[src/rtl/core/ffaa_pkg.sv]
// ----------------------------------------------------------------------------
// ffaa_pkg: shared types and constants of the first-fit arena allocator
// Item layouts, operation and status codes, default arena sizes and the
// per-granule mark pair carried along the granule ring.
// ----------------------------------------------------------------------------
package ffaa_pkg;

   localparam int ARENA_BYTES_DEF   = 1024;
   localparam int GRANULE_BYTES_DEF = 16;

   localparam int REQ_BYTES_W = 10;
   localparam int OFFSET_W    = 10;
   localparam int STATUS_W    = 2;

   localparam logic FUNC_ALLOC   = 1'b0;
   localparam logic FUNC_RELEASE = 1'b1;

   localparam logic [STATUS_W-1:0] ST_DONE     = 2'd0;
   localparam logic [STATUS_W-1:0] ST_NOSPACE  = 2'd1;
   localparam logic [STATUS_W-1:0] ST_NOTFOUND = 2'd2;

   typedef struct packed {
      logic                   func;
      logic [REQ_BYTES_W-1:0] request_bytes;
      logic [OFFSET_W-1:0]    release_offset;
   } req_type;

   typedef struct packed {
      logic [STATUS_W-1:0] status;
      logic [OFFSET_W-1:0] data_offset;
   } rsp_type;

   // Marks of one granule: block header, and allocated (meaningful at a header).
   typedef struct packed {
      logic start;
      logic used;
   } gran_type;

endpackage

[src/rtl/core/ffaa_cell.sv]
// ----------------------------------------------------------------------------
// ffaa_cell: one granule position of the granule ring
// Holds the header and allocated marks of one granule and takes its
// neighbor's marks whenever the ring rotates.
// ----------------------------------------------------------------------------
module ffaa_cell
   import ffaa_pkg::*;
#(
   parameter bit START_AT_RESET = 1'b0
) (
   input  logic     clock,
   input  logic     reset,
   input  logic     shift_en,
   input  gran_type shift_in,
   output gran_type value
);

   gran_type value_ff;
   gran_type value_in;

   always_comb begin
      value_in = value_ff;
      if (shift_en) begin
         value_in = shift_in;
      end
   end

   always_ff @(posedge clock) begin
      if (reset) begin
         value_ff.start <= START_AT_RESET;
         value_ff.used  <= 1'b0;
      end else begin
         value_ff <= value_in;
      end
   end

   assign value = value_ff;

endmodule

[src/rtl/core/ffaa_ctrl.sv]
// ----------------------------------------------------------------------------
// ffaa_ctrl: scan controller of the first-fit arena allocator
// Watches the granule at the head of the ring, runs the first-fit search or
// the release and merge on it, and feeds the updated marks to the tail.
// ----------------------------------------------------------------------------
module ffaa_ctrl
   import ffaa_pkg::*;
#(
   parameter int ARENA_BYTES   = ARENA_BYTES_DEF,
   parameter int GRANULE_BYTES = GRANULE_BYTES_DEF
) (
   input  logic     clock,
   input  logic     reset,
   input  logic     req_valid,
   output logic     req_ready,
   input  req_type  req_data,
   output logic     rsp_valid,
   input  logic     rsp_ready,
   output rsp_type  rsp_data,
   input  gran_type head,
   output gran_type tail,
   output logic     shift_en
);

   localparam int NGRAN = ARENA_BYTES / GRANULE_BYTES;
   localparam int GW    = (NGRAN > 1) ? $clog2(NGRAN) : 1;
   localparam int AW    = $clog2(ARENA_BYTES + 1);
   localparam int CW    = (AW > OFFSET_W) ? AW : OFFSET_W;

   localparam logic [GW-1:0] LAST_GRAN = GW'(NGRAN - 1);
   localparam logic [AW-1:0] GRAN_STEP = AW'(GRANULE_BYTES);

   localparam logic [1:0] S_IDLE   = 2'd0;
   localparam logic [1:0] S_SCAN   = 2'd1;
   localparam logic [1:0] S_FINISH = 2'd2;

   // Control state.
   logic [1:0]             state_ff, state_in;
   logic                   rsp_valid_ff, rsp_valid_in;
   logic                   pend_valid_ff, pend_valid_in;

   // Item and scan payload.
   logic [GW-1:0]          g_ff, g_in;
   logic [AW-1:0]          acc_ff, acc_in;
   logic                   func_ff, func_in;
   logic [REQ_BYTES_W-1:0] req_bytes_ff, req_bytes_in;
   logic [OFFSET_W-1:0]    rel_off_ff, rel_off_in;
   logic [GW-1:0]          blk_h_ff, blk_h_in;
   logic                   blk_used_ff, blk_used_in;
   logic [AW-1:0]          blk_bytes_ff, blk_bytes_in;
   logic [AW-1:0]          blk_data_ff, blk_data_in;
   logic [GW-1:0]          blk_s_ff, blk_s_in;
   logic                   blk_s_set_ff, blk_s_set_in;
   logic                   found_ff, found_in;
   logic [GW-1:0]          hit_h_ff, hit_h_in;
   logic [AW-1:0]          hit_data_ff, hit_data_in;
   logic                   hit_split_ff, hit_split_in;
   logic [GW-1:0]          hit_s_ff, hit_s_in;
   logic                   prev_free_ff, prev_free_in;
   logic [GW-1:0]          pend_h_ff, pend_h_in;
   logic                   pend_split_ff, pend_split_in;
   logic [GW-1:0]          pend_s_ff, pend_s_in;
   rsp_type                rsp_ff, rsp_in;

   gran_type view;
   gran_type wb;
   logic     match;
   logic     blk_fit;

   // The last grant is held as a pending edit and laid over the ring marks as
   // each granule passes the head, so a grant never needs a second pass.
   always_comb begin
      view = head;
      if (pend_valid_ff && g_ff == pend_h_ff) begin
         view.used = 1'b1;
      end
      if (pend_valid_ff && pend_split_ff && g_ff == pend_s_ff) begin
         view.start = 1'b1;
         view.used  = 1'b0;
      end
   end

   // A data area of n granules fits a request of b bytes when n*G >= b.
   assign blk_fit = !blk_used_ff && (CW'(blk_bytes_ff) >= CW'(req_bytes_ff));

   always_comb begin
      state_in      = state_ff;
      rsp_valid_in  = rsp_valid_ff;
      pend_valid_in = pend_valid_ff;
      g_in          = g_ff;
      acc_in        = acc_ff;
      func_in       = func_ff;
      req_bytes_in  = req_bytes_ff;
      rel_off_in    = rel_off_ff;
      blk_h_in      = blk_h_ff;
      blk_used_in   = blk_used_ff;
      blk_bytes_in  = blk_bytes_ff;
      blk_data_in   = blk_data_ff;
      blk_s_in      = blk_s_ff;
      blk_s_set_in  = blk_s_set_ff;
      found_in      = found_ff;
      hit_h_in      = hit_h_ff;
      hit_data_in   = hit_data_ff;
      hit_split_in  = hit_split_ff;
      hit_s_in      = hit_s_ff;
      prev_free_in  = prev_free_ff;
      pend_h_in     = pend_h_ff;
      pend_split_in = pend_split_ff;
      pend_s_in     = pend_s_ff;
      rsp_in        = rsp_ff;
      shift_en      = 1'b0;
      match         = 1'b0;
      wb            = view;
      tail          = view;

      if (rsp_valid_ff && rsp_ready) begin
         rsp_valid_in = 1'b0;
      end

      unique case (state_ff)
         S_IDLE: begin
            if (req_valid) begin
               func_in      = req_data.func;
               req_bytes_in = req_data.request_bytes;
               rel_off_in   = req_data.release_offset;
               g_in         = '0;
               acc_in       = GRAN_STEP;
               found_in     = 1'b0;
               prev_free_in = 1'b0;
               blk_used_in  = 1'b1;
               blk_bytes_in = '0;
               blk_s_set_in = 1'b0;
               state_in     = S_SCAN;
            end
         end
         S_SCAN: begin
            shift_en = 1'b1;
            g_in     = g_ff + GW'(1);
            acc_in   = acc_ff + GRAN_STEP;
            if (func_ff == FUNC_ALLOC) begin
               // A header closes the previous block; judge it before opening the next.
               if (view.start && g_ff != '0 && !found_ff && blk_fit) begin
                  found_in     = 1'b1;
                  hit_h_in     = blk_h_ff;
                  hit_data_in  = blk_data_ff;
                  hit_split_in = blk_s_set_ff && (blk_h_ff == '0);
                  hit_s_in     = blk_s_ff;
               end
               if (view.start) begin
                  blk_h_in     = g_ff;
                  blk_used_in  = view.used;
                  blk_bytes_in = '0;
                  blk_data_in  = acc_ff;
                  blk_s_set_in = 1'b0;
               end else begin
                  // The first granule past the requested bytes is where a split
                  // remainder would put its header.
                  if (!blk_s_set_ff && CW'(blk_bytes_ff) >= CW'(req_bytes_ff)) begin
                     blk_s_in     = g_ff;
                     blk_s_set_in = 1'b1;
                  end
                  blk_bytes_in = blk_bytes_ff + GRAN_STEP;
               end
               tail = view;
            end else begin
               match = view.start && (CW'(acc_ff) == CW'(rel_off_ff));
               wb    = view;
               if (match) begin
                  wb.used = 1'b0;
               end
               if (wb.start) begin
                  if (!wb.used && prev_free_ff && (found_ff || match)) begin
                     wb = '0;
                  end else begin
                     prev_free_in = !wb.used;
                  end
               end
               found_in = found_ff || match;
               tail     = wb;
            end
            if (g_ff == LAST_GRAN) begin
               state_in = S_FINISH;
            end
         end
         S_FINISH: begin
            if (!rsp_valid_ff || rsp_ready) begin
               rsp_valid_in  = 1'b1;
               state_in      = S_IDLE;
               pend_valid_in = 1'b0;
               pend_split_in = 1'b0;
               rsp_in.data_offset = '0;
               if (func_ff == FUNC_ALLOC) begin
                  if (found_ff) begin
                     pend_valid_in      = 1'b1;
                     pend_h_in          = hit_h_ff;
                     pend_split_in      = hit_split_ff;
                     pend_s_in          = hit_s_ff;
                     rsp_in.status      = ST_DONE;
                     rsp_in.data_offset = OFFSET_W'(hit_data_ff);
                  end else if (blk_fit) begin
                     // The last block runs to the end of the arena and may split.
                     pend_valid_in      = 1'b1;
                     pend_h_in          = blk_h_ff;
                     pend_split_in      = blk_s_set_ff;
                     pend_s_in          = blk_s_ff;
                     rsp_in.status      = ST_DONE;
                     rsp_in.data_offset = OFFSET_W'(blk_data_ff);
                  end else begin
                     rsp_in.status = ST_NOSPACE;
                  end
               end else begin
                  rsp_in.status = found_ff ? ST_DONE : ST_NOTFOUND;
               end
            end
         end
         default: begin
            state_in = S_IDLE;
         end
      endcase
   end

   always_ff @(posedge clock) begin
      if (reset) begin
         state_ff      <= S_IDLE;
         rsp_valid_ff  <= 1'b0;
         pend_valid_ff <= 1'b0;
      end else begin
         state_ff      <= state_in;
         rsp_valid_ff  <= rsp_valid_in;
         pend_valid_ff <= pend_valid_in;
      end
   end

   always_ff @(posedge clock) begin
      g_ff          <= g_in;
      acc_ff        <= acc_in;
      func_ff       <= func_in;
      req_bytes_ff  <= req_bytes_in;
      rel_off_ff    <= rel_off_in;
      blk_h_ff      <= blk_h_in;
      blk_used_ff   <= blk_used_in;
      blk_bytes_ff  <= blk_bytes_in;
      blk_data_ff   <= blk_data_in;
      blk_s_ff      <= blk_s_in;
      blk_s_set_ff  <= blk_s_set_in;
      found_ff      <= found_in;
      hit_h_ff      <= hit_h_in;
      hit_data_ff   <= hit_data_in;
      hit_split_ff  <= hit_split_in;
      hit_s_ff      <= hit_s_in;
      prev_free_ff  <= prev_free_in;
      pend_h_ff     <= pend_h_in;
      pend_split_ff <= pend_split_in;
      pend_s_ff     <= pend_s_in;
      rsp_ff        <= rsp_in;
   end

   assign req_ready = (state_ff == S_IDLE);
   assign rsp_valid = rsp_valid_ff;
   assign rsp_data  = rsp_ff;

endmodule

[src/rtl/core/first_fit_arena_allocator.sv]
// ----------------------------------------------------------------------------
// first_fit_arena_allocator: first-fit allocator with coalescing
// Arena of ARENA_BYTES in granules of GRANULE_BYTES, one header granule per
// block, kept as a rotating ring of granule cells scanned by one controller.
// ----------------------------------------------------------------------------
// Usage:
// An item on the req_ channel is either an allocate (func = 0) with a byte
// count, or a release (func = 1) naming a block by its data offset. Every
// item gives exactly one item on the rsp_ channel: a status (done, no space,
// or offset not found) and, for a granted allocate, the data offset.
// Each granule's header and allocated marks live in a cell of a ring. While
// an item is worked on, the ring rotates one position per cycle past the
// controller, which reads the granule at the head and writes its updated
// marks back at the tail; after ARENA_BYTES/GRANULE_BYTES rotations the ring
// is aligned again. An item is accepted, then scanned granule by granule; at
// the end the last block is closed and the result is posted.
// A grant is kept as a pending edit and merged into the marks during the next
// item's pass, so every item needs a single pass. The next item is accepted
// as soon as the result is posted, even if it has not been taken yet; if the
// receiver stalls, the next item's scan finishes and then waits for the slot.
// Reset makes the whole arena one free block and drops any pending edit.
// ----------------------------------------------------------------------------
module first_fit_arena_allocator
   import ffaa_pkg::*;
#(
   parameter int ARENA_BYTES   = ARENA_BYTES_DEF,
   parameter int GRANULE_BYTES = GRANULE_BYTES_DEF
) (
   input  logic    clock,
   input  logic    reset,
   input  logic    req_valid,
   output logic    req_ready,
   input  req_type req_data,
   output logic    rsp_valid,
   input  logic    rsp_ready,
   output rsp_type rsp_data
);

   localparam int NGRAN = ARENA_BYTES / GRANULE_BYTES;

   gran_type ring [NGRAN];
   gran_type tail;
   logic     shift_en;

   // The ring moves toward cell zero; the controller feeds the last cell.
   for (genvar i = 0; i < NGRAN; i++) begin : g_ring
      gran_type shift_src;
      if (i == NGRAN - 1) begin : g_last
         assign shift_src = tail;
      end else begin : g_mid
         assign shift_src = ring[i+1];
      end
      ffaa_cell #(
         .START_AT_RESET(i == 0)
      ) u_cell (
         .clock   (clock),
         .reset   (reset),
         .shift_en(shift_en),
         .shift_in(shift_src),
         .value   (ring[i])
      );
   end

   ffaa_ctrl #(
      .ARENA_BYTES  (ARENA_BYTES),
      .GRANULE_BYTES(GRANULE_BYTES)
   ) u_ctrl (
      .clock    (clock),
      .reset    (reset),
      .req_valid(req_valid),
      .req_ready(req_ready),
      .req_data (req_data),
      .rsp_valid(rsp_valid),
      .rsp_ready(rsp_ready),
      .rsp_data (rsp_data),
      .head     (ring[0]),
      .tail     (tail),
      .shift_en (shift_en)
   );

endmodule

[config.mk]
export PLATFORM = sky130hd
export DESIGN_NAME = first_fit_arena_allocator
export DESIGN_NICKNAME = d
export VERILOG_FILES = /design/src/rtl/core/ffaa_pkg.sv /design/src/rtl/core/ffaa_cell.sv /design/src/rtl/core/ffaa_ctrl.sv /design/src/rtl/core/first_fit_arena_allocator.sv
export SDC_FILE = /design/constraint.sdc
export NUM_CORES = 1
export LEC_CHECK = 0
export BUFFER_PORTS_ARGS = -buffer_cell sky130_fd_sc_hd__buf_2
export CORE_AREA = 2 2 126 141
export CTS_BUF_LIST = sky130_fd_sc_hd__clkbuf_16
export CTS_CLUSTER_SIZE = 8
export DETAILED_ROUTE_END_ITERATION = 12
export DIE_AREA = 0 0 128 143
export GPL_ROUTABILITY_DRIVEN = 0
export PLACE_DENSITY = 0.71
export SETUP_SLACK_MARGIN = 0.15
export SYNTH_ARGS = -nofsm -noshare
export SYNTH_HDL_FRONTEND = slang
export SYNTH_SLANG_ARGS = --single-unit
[constraint.sdc]
create_clock -name clock -period 5.7 [get_ports clock]
set_input_delay 0.855 -clock clock [delete_from_list [all_inputs] [get_ports clock]]
set_output_delay 0.855 -clock clock [all_outputs]
set_load 0.02 [all_outputs]
# == Yosys cells after proc, flatten, opt, wreduce, memory -nomap -nowiden ==
# Cells that the tools add are included.
# op_classes
bitwise_logic,2
n_lt_le_gt_ge,1
n_eq_ne,15
n_addsub,3
reduce_logical,38
muxes,55
# ops
operator,n
$mux 11,5
$pmux 11 s2,2
$mux 6,5
$mux 1,26
$add 11x5->11 const B,2
$mux 2,10
$reduce_and 4->1,4
$reduce_and 3->1,5
$logic_and 1x1->1,13
$eq 6x6->1,2
$pmux 6 s2,1
$eq 11x10->1,1
$ge 11x10->1,1
$mux 10,1
$ne 2x1->1 const B,4
$pmux 1 s2,4
$add 6x1->6 const B,1
$eq 6x6->1 const B,1
$logic_not 6->1,1
$ne 2x2->1 const B,3
$ne 3x1->1 const B,2
$pmux 2 s3,1
$reduce_and 2->1,3
$reduce_bool 6->1,1
8 further kinds,15
# totals
elab_cells,267
reg_bits,255

# == Logic depth before layout (Yosys ltp) ==
# logic_depth
word_depth,15
ltp_mapped,8

# == Modules after synthesis ==
# From an unflattened synthesis, not the netlist that was laid out.
# hier_totals
hier_cells,708
area_unflattened_um2,9073.7
# modules_own_cells
mod,area_per_inst_um2,n_inst,cells_each
ffaa_ctrl,4748.3,1,324
ffaa_cell at g_ring[10].u_cell ...,67.6,63,6
ffaa_cell at g_ring[0].u_cell,68.8,1,6

# == Worst setup path before layout ==
# OpenSTA, ideal clock, no wires.
# synth_path
kind,register -> register
from,register u_ctrl.g_ff[5]
to,register u_ctrl.hit_data_ff[4] (enable)
arrival_ns,2.374
stages_incl_launch_ff,6
slack_ns,2.932
cell_sequence,edfxtp_1 > xor2_1 > or4_4 > o21ai_0 > nand3_1 > nor2_1
# synth_via
elab_chain_cells,7
word_cells_on_any_way,8
classes_between,eq/ne: 1; mux: 1; reduce/logical: 6
# synth_lines
element,line_no,rtl
"start, declared",ffaa_ctrl.sv:43,"logic [GW-1:0] g_ff, g_in;"
"start signal, assigned",ffaa_ctrl.sv:235,g_ff <= g_in;
$eq 6x6->1,ffaa_ctrl.sv:77,if (pend_valid_ff && pend_split_ff && g_ff == pend_s_ff) begin
$logic_and 1x1->1,ffaa_ctrl.sv:77,
$mux 2,ffaa_ctrl.sv:77,
$logic_and 1x1->1 * (3 in series),ffaa_ctrl.sv:142,if (view.start && g_ff != '0 && !found_ff && blk_fit) begin
$reduce_and 3->1 (no source line) *,n/a,
"end signal, assigned",ffaa_ctrl.sv:248,hit_data_ff <= hit_data_in;
"end, declared",ffaa_ctrl.sv:56,"logic [AW-1:0] hit_data_ff, hit_data_in;"
# Every way passes the cells marked *; elsewhere a longest branch is shown, timed or not.
# A chain may end at the register's enable or synchronous reset.

# == Worst setup path after layout ==
# layout_path
from,register u_ctrl.blk_bytes_ff[4]
to,register u_ctrl.pend_h_ff[3] (enable)
# layout_via
elab_chain_cells,4
# layout_lines
element,line_no,rtl
"start, declared",ffaa_ctrl.sv:50,"logic [AW-1:0] blk_bytes_ff, blk_bytes_in;"
"start signal, assigned",ffaa_ctrl.sv:242,blk_bytes_ff <= blk_bytes_in;
$ge 11x10->1,ffaa_ctrl.sv:84,assign blk_fit = !blk_used_ff && (CW'(blk_bytes_ff) >= CW'(req_bytes_ff));
$logic_and 1x1->1,ffaa_ctrl.sv:84,
$reduce_bool 2->1 (no source line),n/a,
$reduce_and 4->1 (no source line),n/a,
"end signal, assigned",ffaa_ctrl.sv:252,pend_h_ff <= pend_h_in;
"end, declared",ffaa_ctrl.sv:60,"logic [GW-1:0] pend_h_ff, pend_h_in;"
# No other way between the ends.

==> impl_summary.txt <==
----------------------------------------------------
[Status]
  Run status ... finished clean

[Power]
  Power share of the clock group ... 0.465
  Switch share ... 0.221
  Register share of total power ... 0.485
  Net switching power ... 0.857 mW
  Largest vdd supply drop ... 292 µV
  Leakage power summed over all cells ... 3.69 nW
  Power density normalized to cell area ... 373 mW/mm²
  Post-layout power ... 3.88 mW
  Combinational cell fraction of total power ... 0.050
  Internal power summed over all cells ... 3.02 mW

[Logic synthesis]
  Top cells by area, synth ... edfxtp_1 (35%), dfxtp_1 (29%), nand2_1 (11%)
  Distinct cell type count after synthesis ... 52
  Cell taking the most area after synthesis ... edfxtp_1
  Share of Yosys cell area claimed by the top area cell type ... 0.351
  Cell area after synthesis ... 0.00914 mm²
  Flip-flop and latch count after synthesis ... 239
  Number of warnings printed during yosys synthesis ... 0
  Part of the Yosys area used for sequential elements ... 0.640
  Gate Count Post-Synth ... 897
  Synthesized area per cell ... 10.2 µm²

[Timing]
  Minimum period implied by the final worst setup slack ... 2.77 ns
  Pins Over Slew Limit ... 0
  Share of the cycle needed by the critical path after routing ... 0.487
  Largest clock skew in the final design ... 0.0135 ns
  Achievable Freq ... 360 MHz
  Max transition margin ... 0.252
  Final setup TNS ... 0 ns
  Final hold violation count ... 0
  Unrepaired setup endpoints after global routing ... no
  Final setup violating endpoints ... 0
  Least-Margin Pin Slew ... 1.12 ns

[Floorplanning]
  Number of core rows ... 50
  CORE AREA ... 0.0168 mm²
  Effective utilization at floorplan ... 0.545
  Die extent in x ... 128 µm
  Area of the die ... 0.0183 mm²
  I/O pin count ... 39
  Die extent in y ... 143 µm

[Critical path]
  Critical setup path kind ... reg -> reg
  Worst-path cell with the longest stage delay ... a22oi_1
  Delay of the slowest critical-path stage ... 0.65 ns
  Cells along the critical path ... ha_1 -> a21o_1 -> a21o_1 -> a221o_1 -> a22oi_1 -> a211oi_1 -> buf_4
  Crit-path most repeated cell ... a21o_1
  Arrival time worst endpoint ... 3.01 ns
  Critical path startpoint category ... register
  Req. time, crit path ... 5.93 ns
  Critical path endpoint category ... register
  Largest driver fanout on the critical path ... 12

[Cells and area]
  Area growth syn-to-layout ... 13.9%
  Diode count ... 0
  Share of layout cells above drive strength 1 ... 0.114
  Post-layout nets ... 961
  Register cell area after layout ... 0.00586 mm²
  Count of filler cells inserted in the layout ... 1326
  Area used by multi-input combinational logic ... 0.00300 mm²

[Clocking]
  Cts-stage hold buffer count ... 0
  TritonCTS clock tree ... done
  Quantity of gates resized following cts ... 0
  Clk Latency, worst-skew pair ... 0.49 ns
  Count of clock tree sinks ... 239
  CTS clk-pin slew, worst paths ... 0.05 ns
  Number of buffers on the longest clock path ... 3
  Number of buffers inserted by post-CTS setup repair ... 0
  # H-tree levels ... 2
  TritonCTS Buffers ... 35
  Clock Root Buffer ... clkbuf_16

[Routing]
  Antenna-violating nets left ... 0
  Drt initial violations ... 353
  Routed wire length ... 15800 µm
  DRC violation count after routing ... 0
  Detail-routed via count per cell ... 5.22
  Number of detailed-route iterations in the first pass ... 4
  Vias after detailed routing ... 5989
  Wire length per cell ... 13.7 µm

[GRT]
  Largest net degree at the start of global routing ... 118
  Number of antenna violations at the first check in global routing ... 0
  Total global routing overflow ... 0
  Via count of the first global-routing pass ... 5672
  Wire length of the first global-routing pass ... 26600 µm
  GRT Util Overall ... 0.180

[Job]
  Number of max-cap violations ... 0

[Hold path]
  Hold WC Path Type ... reg -> reg

[Placement]
  Detailed placer's ending HPWL ... 9400 µm
  PortBufs ... 34

----------------------------------------------------
layer usage:
layer / part of all wire / track usage
met5: 0 / 0
met4: 0.029 / 0.0740
met3: 0.039 / 0.0465
met1: 0.46 / 0.240
met2: 0.48 / 0.281
power by group through the flow:
stage / Combinational, mW / Clock (mW) / Sequential (mW)
final: 0.194 / 1.81 / 1.88
after global routing: 0.219 / 1.92 / 1.88
after CTS: 0.196 / 1.85 / 1.88
after detailed placement: 0.194 / 0 / 1.91
after global placement: 0.192 / 0 / 1.91
after floorplan: 0.162 / 0 / 1.89
cell type report:
| type | instances | share of cell area |
|---|---|---|
| clock inverters | 18 | 0.00817 |
| clock buffers | 36 | 0.0865 |
| inverters | 20 | 0.00769 |
| flip-flops and latches | 239 | 0.562 |
| well taps | 208 | 0.0250 |
| repair buffers | 42 | 0.0223 |
| multi-input cells | 584 | 0.288 |
layout by cell type, fill, tap and decap left out, types with 3 or more instances in the layout:
master / count
nor4_1: 5
and3_2: 4
and2_1: 3
nand2b_1: 4
nor3_1: 4
nand2_1: 274
xor2_1: 20
inv_1: 35
o21ai_0: 12
a21o_1: 3
clkbuf_16: 36
buf_2: 33
a31oi_1: 3
ha_1: 14
buf_4: 9
dfxtp_1: 132
nand3_1: 13
xnor2_1: 11
a21oi_1: 130
mux2_2: 12
and3_1: 4
conb_1: 4
edfxtp_1: 107
nor2_1: 32
registers in the layout, summed over array words and instances (netlist names), 2 cells and up:
name and count:
u_ctrl.hit_h_ff 6, u_ctrl.pend_s_ff 6, u_ctrl.rsp_data 8, u_ctrl.blk_h_ff 6
u_ctrl.blk_s_ff 6, g_ring.u_cell.value 128, u_ctrl.pend_h_ff 6, u_ctrl.blk_data_ff 6
u_ctrl.hit_s_ff 6, u_ctrl.g_ff 6, u_ctrl.req_bytes_ff 10, u_ctrl.rel_off_ff 10
u_ctrl.acc_ff 7, u_ctrl.state_ff 2, u_ctrl.hit_data_ff 6, u_ctrl.blk_bytes_ff 11
logic make-up (layout without fill, tap and decap cells):
kind of cell,Yosys count,count (layout),share of synthesized area
xor+xnor,31,31,0.0297
buf+inv,77,116,0.0341
flops,239,239,0.640
compound gates,165,165,0.0991
other cells,1,4,0.000410
simple gates,358,358,0.162
fa+ha+maj,14,14,0.0192
mux,12,12,0.0148
stage by stage:
stage	cell area (µm²)	hold slack (ns)	util	worst slack, ns	std cells
2_1_floorplan	9160	0.422	-	2.93	900
3_3_place_gp	9430	0.427	0.563	2.97	1093
3_5_place_dp	9430	0.431	0.563	2.93	1093
4_1_cts	10400	0.439	0.621	2.91	1147
5_1_grt	10400	0.456	0.621	2.70	1147
6_report	10400	0.438	0.621	2.93	1147
cell usage after synthesis (all sizes together):
master and count:
a211o 2, a211oi 1, a21o 3, a21oi 130
a221o 1, a22oi 1, a311oi 1, a31oi 4
a41o 1, a41oi 1, and2 3, and3 8
buf 9, clkbuf 48, conb 1, dfxtp 132
edfxtp 107, ha 14, inv 20, mux2 12
nand2 275, nand2b 5, nand3 13, nand4 2
nand4b 1, nor2 32, nor2b 2, nor3 4
nor3b 1, nor4 5, o211ai 2, o21a 3
o21ai 13, o22ai 1, o41ai 1, or2 2
or3 3, or4 1, or4b 1, xnor2 11
xor2 20
worst paths after layout:
kind                                        startpoint                  end  slack (ns)  depth (start not counted)
worst max-delay path            u_ctrl.blk_bytes_ff[4]  u_ctrl.pend_h_ff[3]        2.93                          7
worst min-delay path                u_ctrl.blk_s_ff[4]   u_ctrl.hit_s_ff[4]        0.44                          0
worst max register to register  u_ctrl.blk_bytes_ff[4]  u_ctrl.pend_h_ff[3]        2.93                          7
worst min register to register      u_ctrl.blk_s_ff[4]   u_ctrl.hit_s_ff[4]        0.44                          0
critical path: cells and delay by family (launching register included):
| kind | cells | cell delay [ns] |
|---|---|---|
| AO/OA/AOI/OAI | 5 | 1.52 |
| flip-flops | 1 | 0.43 |
| adder cells (fa/ha/maj) | 1 | 0.33 |
| buffers and inverters | 1 | 0.23 |
No activity file was read; power rests on OpenSTA's default activity.
